--- src/design/u2pw_pkg.sv ---
// Package: shared types and constants for the UTF-8 to WinAnsi PDF string escaper.
`timescale 1ns / 1ps
package u2pw_pkg;

  // Work kinds handed from the front to the back
  typedef enum logic [2:0] {
    OP_NONE,   // nothing to emit
    OP_CHAR,   // one character as is
    OP_ESC,    // backslash, then the character
    OP_TAB,    // four spaces
    OP_OCT     // backslash and three octal digits of the value
  } op_e;

  typedef struct packed {
    op_e        op;
    logic [7:0] val;
  } tok_t;

  // Queue entry: a token plus the flag for the last beat of its input byte
  typedef struct packed {
    tok_t tok;
    logic last;
  } qtok_t;

  localparam int unsigned QDepth = 4;
  localparam int unsigned QPtrW  = $clog2(QDepth);
  localparam int unsigned QCntW  = $clog2(QDepth + 1);

  localparam logic [7:0] ChQmark = 8'h3F;
  localparam logic [7:0] ChBslash = 8'h5C;
  localparam logic [7:0] ChSpace = 8'h20;

endpackage

--- src/design/u2pw_front.sv ---
// Front end: UTF-8 sequence tracking and token classification.
`timescale 1ns / 1ps
module u2pw_front (
  input  logic             clk_i,
  input  logic             rst_ni,
  input  logic             in_valid_i,
  output logic             in_stall_o,
  input  logic [7:0]       in_byte_i,
  input  logic             in_last_i,
  output logic             q_push_o,
  output u2pw_pkg::qtok_t  q_tok_o,
  input  logic             q_full_i
);
  import u2pw_pkg::*;

  typedef struct packed {
    tok_t [3:0] toks;
    logic [2:0] cnt;
  } tail_t;

  localparam tok_t TokNone  = '{op: OP_NONE, val: 8'h00};
  localparam tok_t TokQmark = '{op: OP_CHAR, val: ChQmark};

  // Number of following bytes for a lead byte; zero when unusable
  function automatic logic [1:0] lead_len(input logic [7:0] c);
    logic [1:0] r;
    if ((c & 8'hE0) == 8'hC0)      r = 2'd1;
    else if ((c & 8'hF0) == 8'hE0) r = 2'd2;
    else if ((c & 8'hF8) == 8'hF0) r = 2'd3;
    else                           r = 2'd0;
    return r;
  endfunction

  function automatic logic [20:0] lead_bits(input logic [7:0] c, input logic [1:0] k);
    logic [20:0] r;
    if (k == 2'd1)      r = {16'd0, c[4:0]};
    else if (k == 2'd2) r = {17'd0, c[3:0]};
    else                r = {18'd0, c[2:0]};
    return r;
  endfunction

  // ASCII and control bytes
  function automatic tok_t plain_tok(input logic [7:0] c);
    tok_t r;
    if (c == 8'h5C || c == 8'h28 || c == 8'h29) r = '{op: OP_ESC, val: c};
    else if (c >= 8'h20 && c <= 8'h7E)        r = '{op: OP_CHAR, val: c};
    else if (c == 8'h09)                        r = '{op: OP_TAB, val: c};
    else                                        r = TokNone;
    return r;
  endfunction

  // Finished code point to WinAnsi
  function automatic tok_t map_code(input logic [20:0] cp);
    tok_t r;
    if (cp >= 21'h0000A0 && cp <= 21'h0000FF) begin
      r = '{op: OP_OCT, val: cp[7:0]};
    end else begin
      case (cp)
        21'h002014: r = '{op: OP_OCT, val: 8'h97};
        21'h002013: r = '{op: OP_OCT, val: 8'h96};
        21'h00201C: r = '{op: OP_OCT, val: 8'h93};
        21'h00201D: r = '{op: OP_OCT, val: 8'h94};
        21'h002018: r = '{op: OP_OCT, val: 8'h91};
        21'h002019: r = '{op: OP_OCT, val: 8'h92};
        21'h002022: r = '{op: OP_OCT, val: 8'h95};
        21'h002026: r = '{op: OP_OCT, val: 8'h85};
        default:    r = TokQmark;
      endcase
    end
    return r;
  endfunction

  // Truncated sequence: '?' then the held bytes re-run as a short string
  function automatic tail_t run_tail(input logic [7:0] b0, input logic [7:0] b1,
                                     input logic [7:0] b2, input logic [1:0] len);
    logic [7:0]  t [5];
    tail_t       r;
    logic [1:0]  skip;
    logic [1:0]  k;
    logic [20:0] cp;
    tok_t        tk;
    t[0] = b0;
    t[1] = b1;
    t[2] = b2;
    t[3] = 8'h00;
    t[4] = 8'h00;
    r.toks = '0;
    r.toks[0] = TokQmark;
    r.cnt = 3'd1;
    skip = 2'd0;
    for (int i = 0; i < 3; i++) begin
      tk = TokNone;
      if (skip != 2'd0) begin
        skip = skip - 2'd1;
      end else if (i < int'(len)) begin
        if (t[i] >= 8'hC0) begin
          k = lead_len(t[i]);
          if (k != 2'd0 && (i + int'(k)) < int'(len)) begin
            if (k == 2'd1) cp = {10'd0, t[i][4:0], t[i+1][5:0]};
            else           cp = {5'd0, t[i][3:0], t[i+1][5:0], t[i+2][5:0]};
            tk = map_code(cp);
            skip = k;
          end else begin
            tk = TokQmark;
          end
        end else begin
          tk = plain_tok(t[i]);
        end
      end
      if (tk.op != OP_NONE) begin
        r.toks[r.cnt[1:0]] = tk;
        r.cnt = r.cnt + 3'd1;
      end
    end
    return r;
  endfunction

  logic [1:0]  needed_q, needed_d;
  logic [20:0] accum_q, accum_d;
  logic [1:0]  hcnt_q, hcnt_d;
  logic [7:0]  held1_q, held1_d, held2_q, held2_d;
  tok_t [3:0]  pend_q, pend_d;
  logic [2:0]  pcnt_q, pcnt_d;
  logic [1:0]  pidx_q, pidx_d;

  logic        accept;
  logic [20:0] acc_n;
  logic [1:0]  nd;
  logic [1:0]  llen;
  tok_t        ptok;
  tail_t       tl;
  logic [7:0]  tb0, tb1, tb2;
  logic [1:0]  tlen;

  assign in_stall_o = (pcnt_q != 3'd0) || q_full_i;
  assign accept     = in_valid_i && !in_stall_o;
  assign acc_n      = {accum_q[14:0], in_byte_i[5:0]};
  assign nd         = needed_q - 2'd1;
  assign llen       = lead_len(in_byte_i);
  assign ptok       = plain_tok(in_byte_i);

  // Assemble the tail string from held following bytes and the final byte
  always_comb begin
    tb0  = in_byte_i;
    tb1  = 8'h00;
    tb2  = 8'h00;
    tlen = 2'd1;
    case (hcnt_q)
      2'd2: begin
        tb0 = held1_q; tb1 = in_byte_i; tlen = 2'd2;
      end
      2'd3: begin
        tb0 = held1_q; tb1 = held2_q; tb2 = in_byte_i; tlen = 2'd3;
      end
      default: begin
        tb0 = in_byte_i;
      end
    endcase
  end

  assign tl = run_tail(tb0, tb1, tb2, tlen);

  // Sequence tracking and token generation
  always_comb begin
    needed_d = needed_q;
    accum_d  = accum_q;
    hcnt_d   = hcnt_q;
    held1_d  = held1_q;
    held2_d  = held2_q;
    pend_d   = pend_q;
    pcnt_d   = pcnt_q;
    pidx_d   = pidx_q;
    q_push_o = 1'b0;
    q_tok_o  = '{tok: TokNone, last: 1'b1};

    if (pcnt_q != 3'd0) begin
      // drain the tail tokens, one per cycle while the queue is not full
      if (!q_full_i) begin
        q_push_o = 1'b1;
        q_tok_o.tok  = pend_q[pidx_q];
        q_tok_o.last = ({1'b0, pidx_q} == pcnt_q - 3'd1);
        if (q_tok_o.last) begin
          pcnt_d = 3'd0;
          pidx_d = 2'd0;
        end else begin
          pidx_d = pidx_q + 2'd1;
        end
      end
    end else if (accept) begin
      if (needed_q == 2'd0) begin
        if (in_byte_i >= 8'hC0) begin
          if (llen == 2'd0 || in_last_i) begin
            q_push_o    = 1'b1;
            q_tok_o.tok = TokQmark;
          end else begin
            needed_d = llen;
            accum_d  = lead_bits(in_byte_i, llen);
            hcnt_d   = 2'd1;
          end
        end else begin
          q_push_o    = (ptok.op != OP_NONE);
          q_tok_o.tok = ptok;
        end
      end else begin
        accum_d  = acc_n;
        needed_d = nd;
        if (nd == 2'd0) begin
          q_push_o    = 1'b1;
          q_tok_o.tok = map_code(acc_n);
          accum_d     = '0;
          hcnt_d      = 2'd0;
        end else if (in_last_i) begin
          pend_d   = tl.toks;
          pcnt_d   = tl.cnt;
          pidx_d   = 2'd0;
          needed_d = 2'd0;
          accum_d  = '0;
          hcnt_d   = 2'd0;
        end else if (hcnt_q == 2'd1) begin
          held1_d = in_byte_i;
          hcnt_d  = 2'd2;
        end else if (hcnt_q == 2'd2) begin
          held2_d = in_byte_i;
          hcnt_d  = 2'd3;
        end
      end
    end
  end

  // Control state
  always_ff @(posedge clk_i or negedge rst_ni) begin
    if (!rst_ni) begin
      needed_q <= '0;
      accum_q  <= '0;
      hcnt_q   <= '0;
      pcnt_q   <= '0;
      pidx_q   <= '0;
    end else begin
      needed_q <= needed_d;
      accum_q  <= accum_d;
      hcnt_q   <= hcnt_d;
      pcnt_q   <= pcnt_d;
      pidx_q   <= pidx_d;
    end
  end

  // Payload
  always_ff @(posedge clk_i) begin
    held1_q <= held1_d;
    held2_q <= held2_d;
    pend_q  <= pend_d;
  end

endmodule

--- src/design/u2pw_queue.sv ---
// Token queue between the front and back ends.
`timescale 1ns / 1ps
module u2pw_queue (
  input  logic             clk_i,
  input  logic             rst_ni,
  input  logic             push_i,
  input  u2pw_pkg::qtok_t  push_tok_i,
  output logic             full_o,
  input  logic             pop_i,
  output u2pw_pkg::qtok_t  pop_tok_o,
  output logic             empty_o
);
  import u2pw_pkg::*;

  qtok_t            mem_q [QDepth];
  logic [QPtrW-1:0] wr_q, rd_q;
  logic [QCntW-1:0] cnt_q;
  logic             do_push, do_pop;

  assign full_o    = (cnt_q == QCntW'(QDepth));
  assign empty_o   = (cnt_q == '0);
  assign do_push   = push_i && !full_o;
  assign do_pop    = pop_i && !empty_o;
  assign pop_tok_o = mem_q[rd_q];

  // Pointers and fill level
  always_ff @(posedge clk_i or negedge rst_ni) begin
    if (!rst_ni) begin
      wr_q  <= '0;
      rd_q  <= '0;
      cnt_q <= '0;
    end else begin
      if (do_push) wr_q <= wr_q + 1'b1;
      if (do_pop)  rd_q <= rd_q + 1'b1;
      if (do_push && !do_pop)      cnt_q <= cnt_q + 1'b1;
      else if (do_pop && !do_push) cnt_q <= cnt_q - 1'b1;
    end
  end

  // Storage
  always_ff @(posedge clk_i) begin
    if (do_push) mem_q[wr_q] <= push_tok_i;
  end

endmodule

--- src/design/u2pw_back.sv ---
// Back end: expands tokens into output characters, one beat per cycle unless the output stalls.
`timescale 1ns / 1ps
module u2pw_back (
  input  logic             clk_i,
  input  logic             rst_ni,
  input  u2pw_pkg::qtok_t  q_tok_i,
  input  logic             q_empty_i,
  output logic             q_pop_o,
  output logic             out_valid_o,
  input  logic             out_stall_i,
  output logic [7:0]       out_char_o,
  output logic             out_last_o
);
  import u2pw_pkg::*;

  qtok_t      cur_q;
  logic       cur_vld_q;
  logic [1:0] step_q;
  logic       ovld_q;
  logic [7:0] ochar_q;
  logic       olast_q;

  logic       out_load;
  logic       done;
  logic [1:0] nstep;
  logic [7:0] ch;

  // Steps per token and the character at the current step
  always_comb begin
    nstep = 2'd0;
    ch    = cur_q.tok.val;
    case (cur_q.tok.op)
      OP_ESC: begin
        nstep = 2'd1;
        ch    = (step_q == 2'd0) ? ChBslash : cur_q.tok.val;
      end
      OP_TAB: begin
        nstep = 2'd3;
        ch    = ChSpace;
      end
      OP_OCT: begin
        nstep = 2'd3;
        case (step_q)
          2'd0:    ch = ChBslash;
          2'd1:    ch = {6'b001100, cur_q.tok.val[7:6]};
          2'd2:    ch = {5'b00110, cur_q.tok.val[5:3]};
          default: ch = {5'b00110, cur_q.tok.val[2:0]};
        endcase
      end
      default: begin
        nstep = 2'd0;
        ch    = cur_q.tok.val;
      end
    endcase
  end

  assign out_load = cur_vld_q && (!ovld_q || !out_stall_i);
  assign done     = (step_q == nstep);
  assign q_pop_o  = !q_empty_i && (!cur_vld_q || (out_load && done));

  // Current token, step counter and output register valid
  always_ff @(posedge clk_i or negedge rst_ni) begin
    if (!rst_ni) begin
      cur_vld_q <= 1'b0;
      step_q    <= '0;
      ovld_q    <= 1'b0;
    end else begin
      if (q_pop_o) begin
        cur_vld_q <= 1'b1;
        step_q    <= '0;
      end else if (out_load) begin
        if (done) begin
          cur_vld_q <= 1'b0;
          step_q    <= '0;
        end else begin
          step_q <= step_q + 2'd1;
        end
      end
      if (out_load)          ovld_q <= 1'b1;
      else if (!out_stall_i) ovld_q <= 1'b0;
    end
  end

  // Payload registers
  always_ff @(posedge clk_i) begin
    if (q_pop_o) cur_q <= q_tok_i;
    if (out_load) begin
      ochar_q <= ch;
      olast_q <= cur_q.last && done;
    end
  end

  assign out_valid_o = ovld_q;
  assign out_char_o  = ochar_q;
  assign out_last_o  = olast_q;

endmodule

--- src/design/utf8_to_pdf_winansi_escaper_core.sv ---
// Top level: UTF-8 to WinAnsi PDF string escaper core.
// A byte's first character passes the queue, the current token and the output register.
// Throughput: one output character per cycle unless out_stall_i is high; a token expands
// to 1 to 4 characters by the back end's step counter (tab and octal escape give 4).
// A cut string holds the input while its tail tokens drain and while the queue is full.
// Reset (rst_ni, asynchronous, active low) clears sequence, queue and output state.
`timescale 1ns / 1ps
module utf8_to_pdf_winansi_escaper_core (
  input  logic       clk_i,
  input  logic       rst_ni,
  input  logic       in_valid_i,
  output logic       in_stall_o,
  input  logic [7:0] in_byte_i,
  input  logic       in_last_i,
  output logic       out_valid_o,
  input  logic       out_stall_i,
  output logic [7:0] out_char_o,
  output logic       out_last_o
);
  import u2pw_pkg::*;

  logic  q_push, q_full, q_pop, q_empty;
  qtok_t q_push_tok, q_pop_tok;

  u2pw_front u_front (
    .clk_i      (clk_i),
    .rst_ni     (rst_ni),
    .in_valid_i (in_valid_i),
    .in_stall_o (in_stall_o),
    .in_byte_i  (in_byte_i),
    .in_last_i  (in_last_i),
    .q_push_o   (q_push),
    .q_tok_o    (q_push_tok),
    .q_full_i   (q_full)
  );

  u2pw_queue u_queue (
    .clk_i      (clk_i),
    .rst_ni     (rst_ni),
    .push_i     (q_push),
    .push_tok_i (q_push_tok),
    .full_o     (q_full),
    .pop_i      (q_pop),
    .pop_tok_o  (q_pop_tok),
    .empty_o    (q_empty)
  );

  u2pw_back u_back (
    .clk_i       (clk_i),
    .rst_ni      (rst_ni),
    .q_tok_i     (q_pop_tok),
    .q_empty_i   (q_empty),
    .q_pop_o     (q_pop),
    .out_valid_o (out_valid_o),
    .out_stall_i (out_stall_i),
    .out_char_o  (out_char_o),
    .out_last_o  (out_last_o)
  );

  // The front never pushes into a full queue
  a_no_overflow: assert property (@(posedge clk_i) disable iff (!rst_ni)
    !(q_push && q_full))
    else $error("token pushed into full queue");

  // The back never pops an empty queue
  a_no_underflow: assert property (@(posedge clk_i) disable iff (!rst_ni)
    !(q_pop && q_empty))
    else $error("token popped from empty queue");

  // Queued tokens always carry real work
  a_tok_real: assert property (@(posedge clk_i) disable iff (!rst_ni)
    q_push |-> (q_push_tok.tok.op != OP_NONE))
    else $error("empty token queued");

endmodule
--- config.mk ---
export PLATFORM = sky130hd
export DESIGN_NAME = utf8_to_pdf_winansi_escaper_core
export DESIGN_NICKNAME = d
export VERILOG_FILES = /design/src/design/u2pw_pkg.sv /design/src/design/u2pw_front.sv /design/src/design/u2pw_queue.sv /design/src/design/u2pw_back.sv /design/src/design/utf8_to_pdf_winansi_escaper_core.sv
export SDC_FILE = /design/constraint.sdc
export NUM_CORES = 1
export LEC_CHECK = 0
export BUFFER_PORTS_ARGS = -buffer_cell sky130_fd_sc_hd__buf_4
export CORE_UTILIZATION = 45
export CTS_CLUSTER_DIAMETER = 80
export DETAILED_ROUTE_END_ITERATION = 16
export GPL_ROUTABILITY_DRIVEN = 0
export PLACE_DENSITY = 0.59
export SYNTH_ARGS = -nofsm -noshare
export SYNTH_HDL_FRONTEND = slang
export SYNTH_SLANG_ARGS = --single-unit
--- constraint.sdc ---
create_clock -name clk_i -period 3.8 [get_ports clk_i]
set_clock_uncertainty 0.15 [all_clocks]
set_input_delay 0.76 -clock clk_i [delete_from_list [all_inputs] [get_ports clk_i]]
set_output_delay 0.76 -clock clk_i [all_outputs]
set_load 0.02 [all_outputs]
# == Word-level counts from Yosys, hierarchy flattened ==
# Memory sizes are Yosys's and may differ from the RTL's. A register that Yosys moved wholly into a read port is not among the register bits.
# Index checks and enable logic that the tools add are counted.
# word_totals
regBits,104
ram_bits,48
input_bits,13
out_inout_bits,11
elab_cells,381
memories,1
# op_classes
n_addsub,13
magnitude_cmp,31
eq_ne,83
n_mux,152
bitwise_logic,5
reduce_logical,73
# memory_table
name,words,width,read_ports,rd_ports_with_merged_regs,write_ports,line_no,rtl
u_queue.mem_q,4,12,1,1,1,u2pw_queue.sv:15,qtok_t mem_q [QDepth];
# ops
cell,n
$eq 21x14->1 const B,32
$pmux 11 s8,4
$mux 11,30
$mux 21,11
$mux 2,50
$mux 47,2
$bwmux 44,2
$ge 21x8->1 const B,4
$le 21x8->1 const B,4
$mux 15,5
$eq 8x6->1 const B,8
$lt 32x3->1,2
$mux 10,6
$mux 16,3
$demux 11 s2,2
$eq 8x4->1 const B,4
$eq 8x7->1 const B,4
$ge 8x6->1 const B,4
$ge 8x8->1 const B,4
$le 8x7->1 const B,4
$mux 3,9
$mux 8,3
$pmux 8 s3,1
$bmux 11 s2,1
45 further kinds,158

# == Longest topological paths before layout ==
# Gate-level depths: netlist of the first run.
# depth
word_depth,46
mapped_depth,17
depth_no_buf,14

# == Cells and area by module ==
# From an unflattened synthesis of the first run, not the netlist that was laid out.
# hier_totals
cells_unflattened,900
area_unflattened_um2,9685.5
# by_module_without_submodules
mod,instances,cells_each,area_per_inst_um2,seq_area_each_um2
u2pw_front,1,702,6339.8,2402.3
u2pw_queue,1,99,2164.6,1616.6
u2pw_back,1,99,1181.1,730.7

# == Worst setup path after synthesis of the first run ==
# OpenSTA, ideal clock, no wires.
# synth_path
path_type,input to register
start,in in_byte_i[3]
end,"reg u_front.pend_q[0] (netlist name), data pin"
setup_time_ps,274
arrival_time_ps,3791
t_required_ps,3376
setup_slack_ps,-415
path_stages,16
path_buffers,3
cell_sequence,clkbuf_1 > nand2_1 > a32oi_1 > nor2_1 > ha_1 > a21o_1 > a21o_1 > o21ai_1 > nor2_1 > inv_1 > ha_1 > and2_1 > and2_1 > clkbuf_1 > clkbuf_1 > nand3_1
# synth_between
elab_chain_len,29
elab_cells_between_ends,169
classes_between,4 x add/sub; 22 x order compare; 42 x eq/ne; 76 x mux; 25 x reduce/logical
# synth_lines
element,line_no,rtl
start: declaration,utf8_to_pdf_winansi_escaper_core.sv:13,"input logic [7:0] in_byte_i,"
$pmux 8 s2,u2pw_front.sv:148,case (hcnt_q)
$eq 5x5->1,u2pw_front.sv:29,else if ((c & 8'hF8) == 8'hF0) r = 2'd3;
$mux 2,u2pw_front.sv:29,
$mux 2,u2pw_front.sv:28,else if ((c & 8'hF0) == 8'hE0) r = 2'd2;
$mux 2,u2pw_front.sv:27,if ((c & 8'hE0) == 8'hC0) r = 2'd1;
$mux 2,u2pw_front.sv:96,if (t[i] >= 8'hC0) begin
$mux 2,u2pw_front.sv:95,end else if (i < int'(len)) begin
$mux 2,u2pw_front.sv:93,if (skip != 2'd0) begin
[13 not listed],--,
$reduce_bool 3->1,u2pw_front.sv:110,if (tk.op != OP_NONE) begin
$mux 47,u2pw_front.sv:110,
$lt 2x3->1 (not written as such) or $ge 2x1->1 (tied branches),u2pw_front.sv:111,r.toks[r.cnt[1:0]] = tk;
$logic_and 1x1->1 (not written as such),u2pw_front.sv:111,
$mux 11 (not written as such),u2pw_front.sv:111,
$demux 11 s2,--,
$bwmux 44,u2pw_front.sv:111,
$mux 47 (*),u2pw_front.sv:110,
end signal: assignment,u2pw_front.sv:251,pend_q <= pend_d;
end: declaration,u2pw_front.sv:122,"tok_t [3:0] pend_q, pend_d;"
# Mark *: on every way between the ends. The rest lies on a longest branch, timed or not. The select of a mux whose other input is x is not followed.
# A chain may end at the register's enable or synchronous reset.

# == Worst setup path in the final report of the first run ==
# layout_path
start,in in_byte_i[4]
end,reg u_queue.cnt_q[2]
# layout_between
elab_chain_len,15
elab_cells_between_ends,32
classes_between,3 x order compare; 6 x eq/ne; 12 x mux; 11 x reduce/logical
# layout_lines
element,line_no,rtl
"parallel branches: the longest is 7 deep, another holds $ge 8x6->1",--,
$mux 1 (*),u2pw_front.sv:191,if (in_byte_i >= 8'hC0) begin
$mux 1 (*),u2pw_front.sv:190,if (needed_q == 2'd0) begin
$mux 1 (*),u2pw_front.sv:189,end else if (accept) begin
$mux 1 (*),u2pw_front.sv:176,if (pcnt_q != 3'd0) begin
$logic_and 1x1->1 (*),u2pw_queue.sv:22,assign do_push = push_i && !full_o;
net u_queue.do_push,u2pw_queue.sv:18,"logic do_push, do_pop;"
$logic_not 1->1,u2pw_queue.sv:36,else if (do_pop && !do_push) cnt_q <= cnt_q - 1'b1;
$logic_and 1x1->1,u2pw_queue.sv:36,
$reduce_bool 2->1 (no source line),--,
end signal: assignment,u2pw_queue.sv:35,if (do_push && !do_pop) cnt_q <= cnt_q + 1'b1;
end signal: assignment,u2pw_queue.sv:36,
end: declaration,u2pw_queue.sv:17,logic [QCntW-1:0] cnt_q;
# Mark *: on every way through the listed nets, which the timed path passes.

==> flow_metrics.tcl, run 1 <==
set metrics [dict create \
    status "finished clean" \
    ctsResizeCount 0 \
    cts_sinks 164 \
    port_buffers 23 \
    cpMaxStageDelayCell "or4b_4" \
    design_area_um2 11600 \
    drc 0 \
    synth_top_family_by_area "simple AND/OR/NAND/NOR gates" \
    synth_simple_gate_area_frac 0.175 \
    synth_area_um2 9740 \
    p_comb_frac 0.432 \
    cp_max_fo 2 \
    grt_first_pass_wirelength_mm 42.1 \
    synthCells 927 \
    critPathArrivalTime_ns 3.78 \
    grt_pass1_vias 7727 \
    wl_mm 26.5 \
    die_w_um 149 \
    htree_levels 4 \
    synth-edff-count 129 \
    critPathRequiredTime_ns 4.01 \
    drive_gt1_frac 0.218 \
    io_pins 24 \
    pwr-share-clk 0.204 \
    holdCritPathClass "input port to async pin" \
    place_area_um2 10900 \
    crit_family "simple AND/OR/NAND/NOR gates" \
    die_area_um2 22200 \
    cts_tree "built" \
    antenna_found_initial 0 \
    synth_xor_area_frac 0.0108 \
    cts_buffers 17 \
    crit_path_end_kind "flip-flop" \
    async_flop_share 0.213 \
    fin_nets 1056 \
    synth_compound_area_frac 0.172 \
    overflow 0 \
    fillers 1897 \
    worstSetupStartpoint "in_byte_i[4]" \
    postSynthAreaPerCell_um2 10.5 \
    post-route-period-util 0.940 \
    setup_viol 0 \
    crit_type "input port to flip-flop" \
    hold_viol_final 0 \
    r2r_start "u_front.hcnt_q[0]$_DFFE_PN0P_" \
    wl_per_cell_um 20.3 \
    die_h_um 149 \
    n_antenna_cell 0 \
    yosysSeqAreaShare 0.488 \
    syn2layout_area_growth_pct 18.6 \
    power_frac_seq 0.364 \
    rsz0062_at_grt "no" \
    cts_setup_buffers 0 \
    synth.area.mux_share 0.0839 \
    vias_per_cell 6.02 \
    fin_ws_ns 0.226 \
    coreArea_um2 21200 \
    num_vias 7874 \
    fin_util 0.546 \
    max_stage_delay_ns 0.57 \
    multi_input_area_um2 4670 \
    hold_buffers 0 \
    critPathLaunchType "input port" \
    syn_nets 964 \
    dr.pass1.iters 6 \
    synth_cell_types 82 \
    fmax_mhz 280 \
    finalCriticalPeriod_ns 3.57 \
    grt_max_degree 48 \
    maxCapViolCount 0 \
    power.leakage_nw 4.20 \
    relSlewSlack 0.438 \
    worst_pin_slew_ns 0.844 \
    grt_usage 0.252 \
    finalMaxSlewViolations 0 \
    clk_path_buf_depth 2 \
    yosys_warnings 0 \
    path_buf_inv 2 \
    drt-initial-drc-count 868 \
    initial_core_util 0.460 \
    ys.flop_type "edfxtp_1" \
    swShare 0.395 \
    drtAntennaViolNets 0 \
    hpwl_mm 19.6 \
    synthAdderAreaFrac 0.0324 \
    power_density_nw_per_um2 747 \
    p_int_mw 5.22 \
    switchingPower_mw 3.41 \
    peakVddDrop_mv 0.302 \
    rows 53 \
    clockRootBuffer "clkbuf_16" \
    regArea_um2 4750 \
    ys_ff_latch 164 \
    clk_pin_slew_ns 0.08 \
    clk_latency_ns 0.44 \
    cp_cell_sequence "buf_4 -> or4b_4 -> or4b_4 -> a21oi_4 -> a21oi_2 -> or3_4 -> a31oi_4 -> ha_2 -> inv_2 -> fa_2 -> xor2_1 -> nor2_1 -> xor2_1" \
    dp_slack_ns -0.208 \
]
## power groups by stage
stage	logic [mW]	clock network [mW]	registers, mW
5_1_grt	4.08	1.86	3.22
3_3_place_gp	3.68	0	3.18
6_report	3.73	1.76	3.14
4_1_cts	3.73	1.79	3.15
2_1_floorplan	2.56	0	2.98
3_5_place_dp	3.71	0	3.19
## final cells by class
type | instances | share of cell area
clock inverter | 15 | 0.0166
multi-input combinational | 671 | 0.404
tap | 275 | 0.0298
sequential | 164 | 0.411
clock buffer | 17 | 0.0368
inverter | 32 | 0.0104
timing repair buffer | 133 | 0.0908
## registers in the layout (all words and copies together), names as in the netlist, 2 cells and up
name	flops
u_front.held1_q	8
u_back.cur_q	12
u_front.needed_q	2
u_front.hcnt_q	2
u_front.pidx_q	2
u_front.held2_q	8
u_front.accum_q	15
u_queue.cnt_q	3
u_front.pend_q	44
u_back.step_q	2
u_queue.mem_q	48
u_queue.rd_q	2
u_back.out_char_o	8
u_queue.wr_q	2
u_front.pcnt_q	3
## routing by layer
metal | track usage | up-vias | routed length [um]
met4 | 0.109 | 0 | 966
li1 | - | 3714 | -
met3 | 0.0434 | 69 | 1360
met2 | 0.420 | 249 | 12900
met5 | 0 | - | 0
met1 | 0.321 | 3842 | 11300
## Yosys cell counts (all sizes together) (7+ instances only)
library cell | n | area, um2
o21ai | 69 | 345
o31ai | 7 | 52.6
nand3 | 37 | 185
dfrtp | 35 | 876
mux2i | 16 | 160
or3 | 8 | 55.1
nor2b | 14 | 87.6
a211oi | 14 | 110
and2 | 19 | 119
a22o | 11 | 96.3
nor3 | 10 | 50.1
a31oi | 16 | 115
and3 | 8 | 50.1
nor4 | 10 | 62.6
clkbuf | 37 | 139
mux2 | 12 | 139
a21oi | 51 | 270
edfxtp | 129 | 3870
buf | 23 | 106
nor2 | 59 | 221
inv | 32 | 120
ha | 22 | 275
nand4 | 11 | 68.8
o22ai | 11 | 68.8
a21o | 8 | 60.1
nand2b | 13 | 81.3
nand3b | 13 | 97.6
mux4 | 23 | 518
nand2 | 101 | 379
## worst paths after layout
path | to | slack [ns] | cells after the start
setup / recovery | u_queue.cnt_q[2]$_DFFE_PN0P_ | 0.23 | 13
hold / removal | u_front.accum_q[10]$_DFFE_PN0P_ | 0.13 | 1
setup reg to reg | u_front.pend_q[12]$_DFFE_PP_ | 0.23 | 13
hold reg to reg | u_back.out_valid_o$_DFFE_PN0P_ | 0.34 | 1
max in group asynchronous | u_front.hcnt_q[1]$_DFFE_PN0P_ | 3.01 | 1
min in group clk_i | u_back.out_valid_o$_DFFE_PN0P_ | 0.34 | 1
## worst register-to-register path, stage by stage (launching register included)
cell and delay (ns):
dfrtp_1 0.47, buf_4 0.18, buf_4 0.30, mux2i_1 0.37
a211oi_1 0.11, a41oi_2 0.26, a21oi_1 0.14, nor2_2 0.13
inv_1 0.06, ha_1 0.20, and2_1 0.17, and2_1 0.25
a2111oi_0 0.44, o21ai_1 0.11
## layout by cell type, fill, tap and decap left out, drive strengths merged, types with 17 or more instances in the layout
cell / n
nor2: 59
and2: 19
o21ai: 69
a21oi: 51
dfrtp: 35
clkbuf: 17
nand3: 37
ha: 22
mux4: 23
inv: 41
nand2: 101
edfxtp: 129
buf: 133
## through the flow
stage / setup TNS, ns / hold WS [ns] / cells / power (mW)
CTS: 0 / 0.142 / 1307 / 8.67
finish: 0 / 0.127 / 1307 / 8.63
global placement: -0.347 / 0.318 / 1275 / 6.85
global route: 0 / 0.157 / 1307 / 9.16
floorplan: -0.192 / 0.300 / 927 / 5.55
detailed placement: -0.464 / 0.326 / 1275 / 6.90
## cell families (layout without fill, tap and decap cells)
logic type	Yosys count	count (layout)
muxes	51	51
buffers and inverters	92	197
AOI/OAI and AO/OA	252	252
and+or+nand+nor	332	332
xor gates and xnor gates	12	12
adders and majority gates	24	24
DFF	164	164
Note: power is estimated with default switching activity, not from simulation.
==> run 2: changes to the inputs <==
--- a/config.mk
+++ b/config.mk
@@ -10,7 +10,7 @@
 export CTS_CLUSTER_DIAMETER = 80
 export DETAILED_ROUTE_END_ITERATION = 16
 export GPL_ROUTABILITY_DRIVEN = 0
-export PLACE_DENSITY = 0.59
+export PLACE_DENSITY = 0.57
 export SYNTH_ARGS = -nofsm -noshare
 export SYNTH_HDL_FRONTEND = slang
 export SYNTH_SLANG_ARGS = --single-unit
==> constraint.sdc (replaced) <==
create_clock -name clk_i -period 4.1 [get_ports clk_i]
set_clock_uncertainty 0.15 [all_clocks]
set_input_delay 0.82 -clock clk_i [delete_from_list [all_inputs] [get_ports clk_i]]
set_output_delay 0.82 -clock clk_i [all_outputs]
set_load 0.02 [all_outputs]
==> run 2 against run 1 <==
  * Worst hold slack improved by 0.071 ns
  * Die area did not move
  * Largest power group unchanged
  * Combinational power fell by 10%
  * Core utilization fell by 1.8 points
  * Via count fell by 0.14%
  * Clock-buffer cell count rose by 1
  * Global-route usage rose by 0.46 points
  * Flip-flop and latch count did not move
  * Critical path depth fell by 1
  * Critical path type is now flip-flop to flip-flop
  * Power fell by 9.2%
==> flow_metrics.tcl, run 2 (synthesized netlist as in run 1, its figures left out) <==
set metrics [dict create \
    status "finished clean" \
    grt_first_pass_wirelength_mm 43.4 \
    hold_viol_final 0 \
    htree_levels 4 \
    hold_buffers 0 \
    num_vias 7863 \
    peakVddDrop_mv 0.274 \
    overflow 0 \
    antenna_found_initial 0 \
    layout_commonest_cell "edfxtp_1" \
    die_h_um 149 \
    critPathArrivalTime_ns 3.83 \
    largest_register "u_queue.mem_q" \
    syn2layout_area_growth_pct 14.7 \
    cts_buffers 17 \
    wl_mm 26.8 \
    clk_pin_slew_ns 0.07 \
    setup_viol 0 \
    drc 0 \
    regArea_um2 4750 \
    grt_pass1_vias 8020 \
    clk_path_buf_depth 2 \
    rows 53 \
    holdCritPathClass "input port to async pin" \
    drt-initial-drc-count 711 \
    r2r_start "u_front.hcnt_q[1]$_DFFE_PN0P_" \
    fin_ws_ns 0.373 \
    die_area_um2 22200 \
    cts_tree "built" \
    vias_per_cell 6.21 \
    power.leakage_nw 3.98 \
    hpwl_mm 19.8 \
    biggestRegsByFlops "u_queue.mem_q: 48 flops, u_front.pend_q: 44 flops, u_front.accum_q: 15 flops" \
    wl_per_cell_um 21.2 \
    crit_type "flip-flop to flip-flop" \
    grt_usage 0.256 \
    clockRootBuffer "clkbuf_16" \
    finalCriticalPeriod_ns 3.73 \
    cp_max_fo 24 \
    dp_slack_ns -0.0522 \
    drive_gt1_frac 0.178 \
    dr.pass1.iters 5 \
    largest_register_ffs 48 \
    cts_sinks 164 \
    p_total_mw 7.84 \
    post-route-period-util 0.909 \
    fin_nets 1015 \
    fmax_mhz 268 \
    power_density_nw_per_um2 702 \
    n_antenna_cell 0 \
    layout_common_cells "edfxtp_1, nand2_1, buf_4" \
    multi_input_area_um2 4650 \
    crit_path_end_kind "flip-flop" \
    drtAntennaViolNets 0 \
    worstSetupStartpoint "u_front.hcnt_q[1]$_DFFE_PN0P_" \
    port_buffers 23 \
    dp.cells 1234 \
    critPathLaunchType "flip-flop" \
    final-instance-count-excl-fill 1266 \
    die_w_um 149 \
    maxCapViolCount 0 \
    fillers 1870 \
    initial_core_util 0.460 \
    relSlewSlack 0.366 \
    finalMaxSlewViolations 0 \
    io_pins 24 \
    grt_max_degree 48 \
    critPathRequiredTime_ns 4.20 \
    reg2reg_depth 12 \
    coreArea_um2 21200 \
    worst_pin_slew_ns 0.949 \
    clk_latency_ns 0.43 \
    rsz0062_at_grt "no" \
]
==> run 2: cell types whose count changed in the layout (fill, tap and decap cells not counted), moves of 2 or more <==
cell        previous run  this run
clkinv_8               4         0
inv_12                 3         0
inv_8                  3         5
buf_4                129        88
clkinvlp_4             0         3
==> run 2: area by class of cell <==
class / count / share of cell area
repair buffers: 92 / 0.0663
clock buffers: 18 / 0.0384
well taps: 275 / 0.0308
inverters: 32 / 0.0107
clock inverters: 14 / 0.0129
flip-flops and latches: 164 / 0.425
multi-input cells: 671 / 0.416
==> run 2: metrics by stage <==
step                instance area, um2  hold slack, ns  setup TNS (ns)  utilization
global placement                 10600           0.318         -0.0509        0.501
detailed placement               10600           0.332         -0.0553        0.501
global route                     11200           0.212               0        0.528
finish                           11200           0.198               0        0.528
floorplan                         9750           0.300               0            -
CTS                              11200           0.199               0        0.528
==> run 2: worst paths after layout <==
path / slack [ns] / end
min in group clk_i: 0.34 / u_front.accum_q[12]$_DFFE_PN0P_
setup / recovery: 0.37 / u_front.pend_q[29]$_DFFE_PP_
max in group asynchronous: 3.25 / u_front.hcnt_q[1]$_DFFE_PN0P_
setup reg to reg: 0.37 / u_front.pend_q[29]$_DFFE_PP_
hold reg to reg: 0.34 / u_front.accum_q[12]$_DFFE_PN0P_
hold / removal: 0.20 / u_front.accum_q[10]$_DFFE_PN0P_
==> run 2: timing repair <==
| item | in CTS | in global routing |
|---|---|---|
| buffers inserted | 0 | 0 |
| gates resized for setup | 0 | 2 |
| setup endpoints to repair | 0 | 26 |
==> run 2: where the power goes <==
part / internal [mW] / switching [mW] / total, mW / leakage [nW]
Clock: 0.857 / 0.712 / 1.57 / 0.270
Combinational: 1.42 / 1.94 / 3.35 / 2.09
Sequential: 2.50 / 0.420 / 2.92 / 1.62
Total: 4.77 / 3.07 / 7.84 / 3.98
==> run 2: per-layer routing <==
| layer | vias to the layer above | track usage | wire length [um] |
|---|---|---|---|
| met4 | 0 | 0.108 | 790 |
| met2 | 300 | 0.436 | 13200 |
| met5 | - | 0 | 0 |
| met1 | 3864 | 0.315 | 11200 |
| li1 | 3632 | - | - |
| met3 | 67 | 0.0529 | 1580 |
==> run 2: critical path, stage by stage, from the launching register on <==
cell,delay (ns)
dfrtp_2,0.58
buf_4,0.33
or3b_1,0.45
a21boi_0,0.32
a211oi_1,0.13
buf_4,0.17
nor2_1,0.23
inv_1,0.11
ha_1,0.36
a31oi_1,0.24
buf_4,0.20
nand2_1,0.09
o22ai_1,0.21
==> run 3: changes to the inputs <==
--- a/config.mk
+++ b/config.mk
@@ -11,6 +11,7 @@
 export DETAILED_ROUTE_END_ITERATION = 16
 export GPL_ROUTABILITY_DRIVEN = 0
 export PLACE_DENSITY = 0.57
+export REMOVE_ABC_BUFFERS = 1
 export SYNTH_ARGS = -nofsm -noshare
 export SYNTH_HDL_FRONTEND = slang
 export SYNTH_SLANG_ARGS = --single-unit
==> run 3 against run 2 <==
  * Cell count is 0.32% lower
  * Fmax is 4.1% lower
  * Flip-flop and latch count stayed put
  * Die area stayed put
  * Core utilization hardly changed
  * Register-to-register slack worse by 0.16 ns
  * Power is 1.2% higher
  * Highest routed layer unchanged
==> flow_metrics.tcl, run 3 (synthesized netlist as in run 1, its figures left out) <==
set metrics [dict create \
    cp_max_fo 28 \
    setup_viol 0 \
    maxCapViolCount 0 \
    cts_tree "built" \
    finalCriticalPeriod_ns 3.89 \
    antenna_found_initial 0 \
    num_vias 7854 \
    holdCritPathClass "input port to async pin" \
    cpMaxStageDelayCell "dfrtp_1" \
    clk_latency_ns 0.44 \
    n_antenna_cell 0 \
    holdWs_ns 0.192 \
    clockRootBuffer "clkbuf_16" \
    status "finished clean" \
    grt_usage 0.257 \
    clk_path_buf_depth 2 \
    die_h_um 149 \
    largest_register "u_queue.mem_q" \
    path_buf_inv 4 \
    rsz0062_at_grt "no" \
    fin_tns_setup_ns 0 \
    largest_register_ffs 48 \
    syn2layout_area_growth_pct 14.8 \
    drtAntennaViolNets 0 \
    drt-initial-drc-count 740 \
    relSlewSlack 0.375 \
    post-route-period-util 0.948 \
    drc 0 \
    hold_buffers 0 \
    biggestRegsByFlops "u_queue.mem_q: 48 flops, u_front.pend_q: 44 flops, u_front.accum_q: 15 flops" \
    grt_first_pass_wirelength_mm 43.4 \
    rows 53 \
    finalMaxSlewViolations 0 \
    crit_family "compound AO/OA/AOI/OAI gates" \
    hpwl_mm 19.8 \
    die_w_um 149 \
    drive_gt1_frac 0.173 \
    io_pins 24 \
    overflow 0 \
    cp_cell_sequence "buf_4 -> buf_4 -> mux2i_1 -> a21boi_0 -> a211oi_1 -> nor2_1 -> inv_1 -> ha_1 -> a31oi_1 -> buf_4 -> a32o_1" \
    grt_max_degree 48 \
    cp_common_cell "buf_4" \
    cts_buffers 17 \
    layout_commonest_cell "edfxtp_1" \
    clk_pin_slew_ns 0.07 \
    crit_type "flip-flop to flip-flop" \
    cts_sinks 164 \
    critPathArrivalTime_ns 3.91 \
    vias_per_cell 6.22 \
    power.leakage_nw 3.99 \
    wl_per_cell_um 21.5 \
    layout_common_cells "edfxtp_1, nand2_1, buf_4" \
    fin_nets 1011 \
    worst_pin_slew_ns 0.935 \
    initial_core_util 0.460 \
    port_buffers 23 \
    dr.pass1.iters 5 \
    max_stage_delay_ns 0.55 \
    die_area_um2 22200 \
    grt_pass1_vias 7875 \
    critPathRequiredTime_ns 4.13 \
    crit_path_end_kind "flip-flop" \
    wl_mm 27.2 \
    fmax_mhz 257 \
    cts_setup_buffers 0 \
    hold_viol_final 0 \
    power_density_nw_per_um2 709 \
    htree_levels 4 \
    coreArea_um2 21200 \
    critPathLaunchType "flip-flop" \
    ctsResizeCount 0 \
    peakVddDrop_mv 0.347 \
]
==> run 3: path summary, 6_finish.rpt <==
kind,start,endpoint,slack (ns),cells after the start
min reg2reg,u_front.accum_q[11]$_DFFE_PN0P_,u_front.accum_q[11]$_DFFE_PN0P_,0.34,2
max,u_front.hcnt_q[1]$_DFFE_PN0P_,u_front.pend_q[30]$_DFFE_PP_,0.21,11
max reg2reg,u_front.hcnt_q[1]$_DFFE_PN0P_,u_front.pend_q[30]$_DFFE_PP_,0.21,11
min,rst_ni,u_front.accum_q[9]$_DFFE_PN0P_,0.19,1
max in group asynchronous,rst_ni,u_front.pcnt_q[1]$_DFFE_PN0P_,3.27,1
min in group clk_i,u_front.accum_q[11]$_DFFE_PN0P_,u_front.accum_q[11]$_DFFE_PN0P_,0.34,2
==> run 3: cell type report <==
class,count,area (um2)
Tap cell,275,344
Inverter,32,120
Clock buffer,17,425
Timing Repair Buffer,88,711
Sequential cell,164,4750
Fill cell,1870,9970
Multi-Input combinational cell,671,4630
Clock inverter,15,199
==> run 3: power by group <==
part | leakage [nW] | total, mW | switching (mW) | internal [mW]
Clock | 0.303 | 1.69 | 0.795 | 0.891
Combinational | 2.07 | 3.34 | 1.94 | 1.40
Sequential | 1.62 | 2.91 | 0.407 | 2.50
==> run 3: routing by layer <==
metal,global-route usage,part of all wire,wire [um]
met5,0,0,0
met2,0.449,0.51,13800
met4,0.120,0.041,1110
met3,0.0416,0.049,1330
met1,0.310,0.40,10900
==> run 3: per-stage QoR <==
stage	worst slack, ns	std cells	power, mW	utilization	instance area (um2)
3_3_place_gp	-0.0220	1230	6.14	0.499	10600
6_report	0.213	1262	7.93	0.529	11200
2_1_floorplan	-0.658	867	4.99	-	9500
4_1_cts	0.342	1262	7.95	0.529	11200
3_5_place_dp	-0.0920	1230	6.27	0.499	10600
5_1_grt	0.0608	1262	8.40	0.529	11200
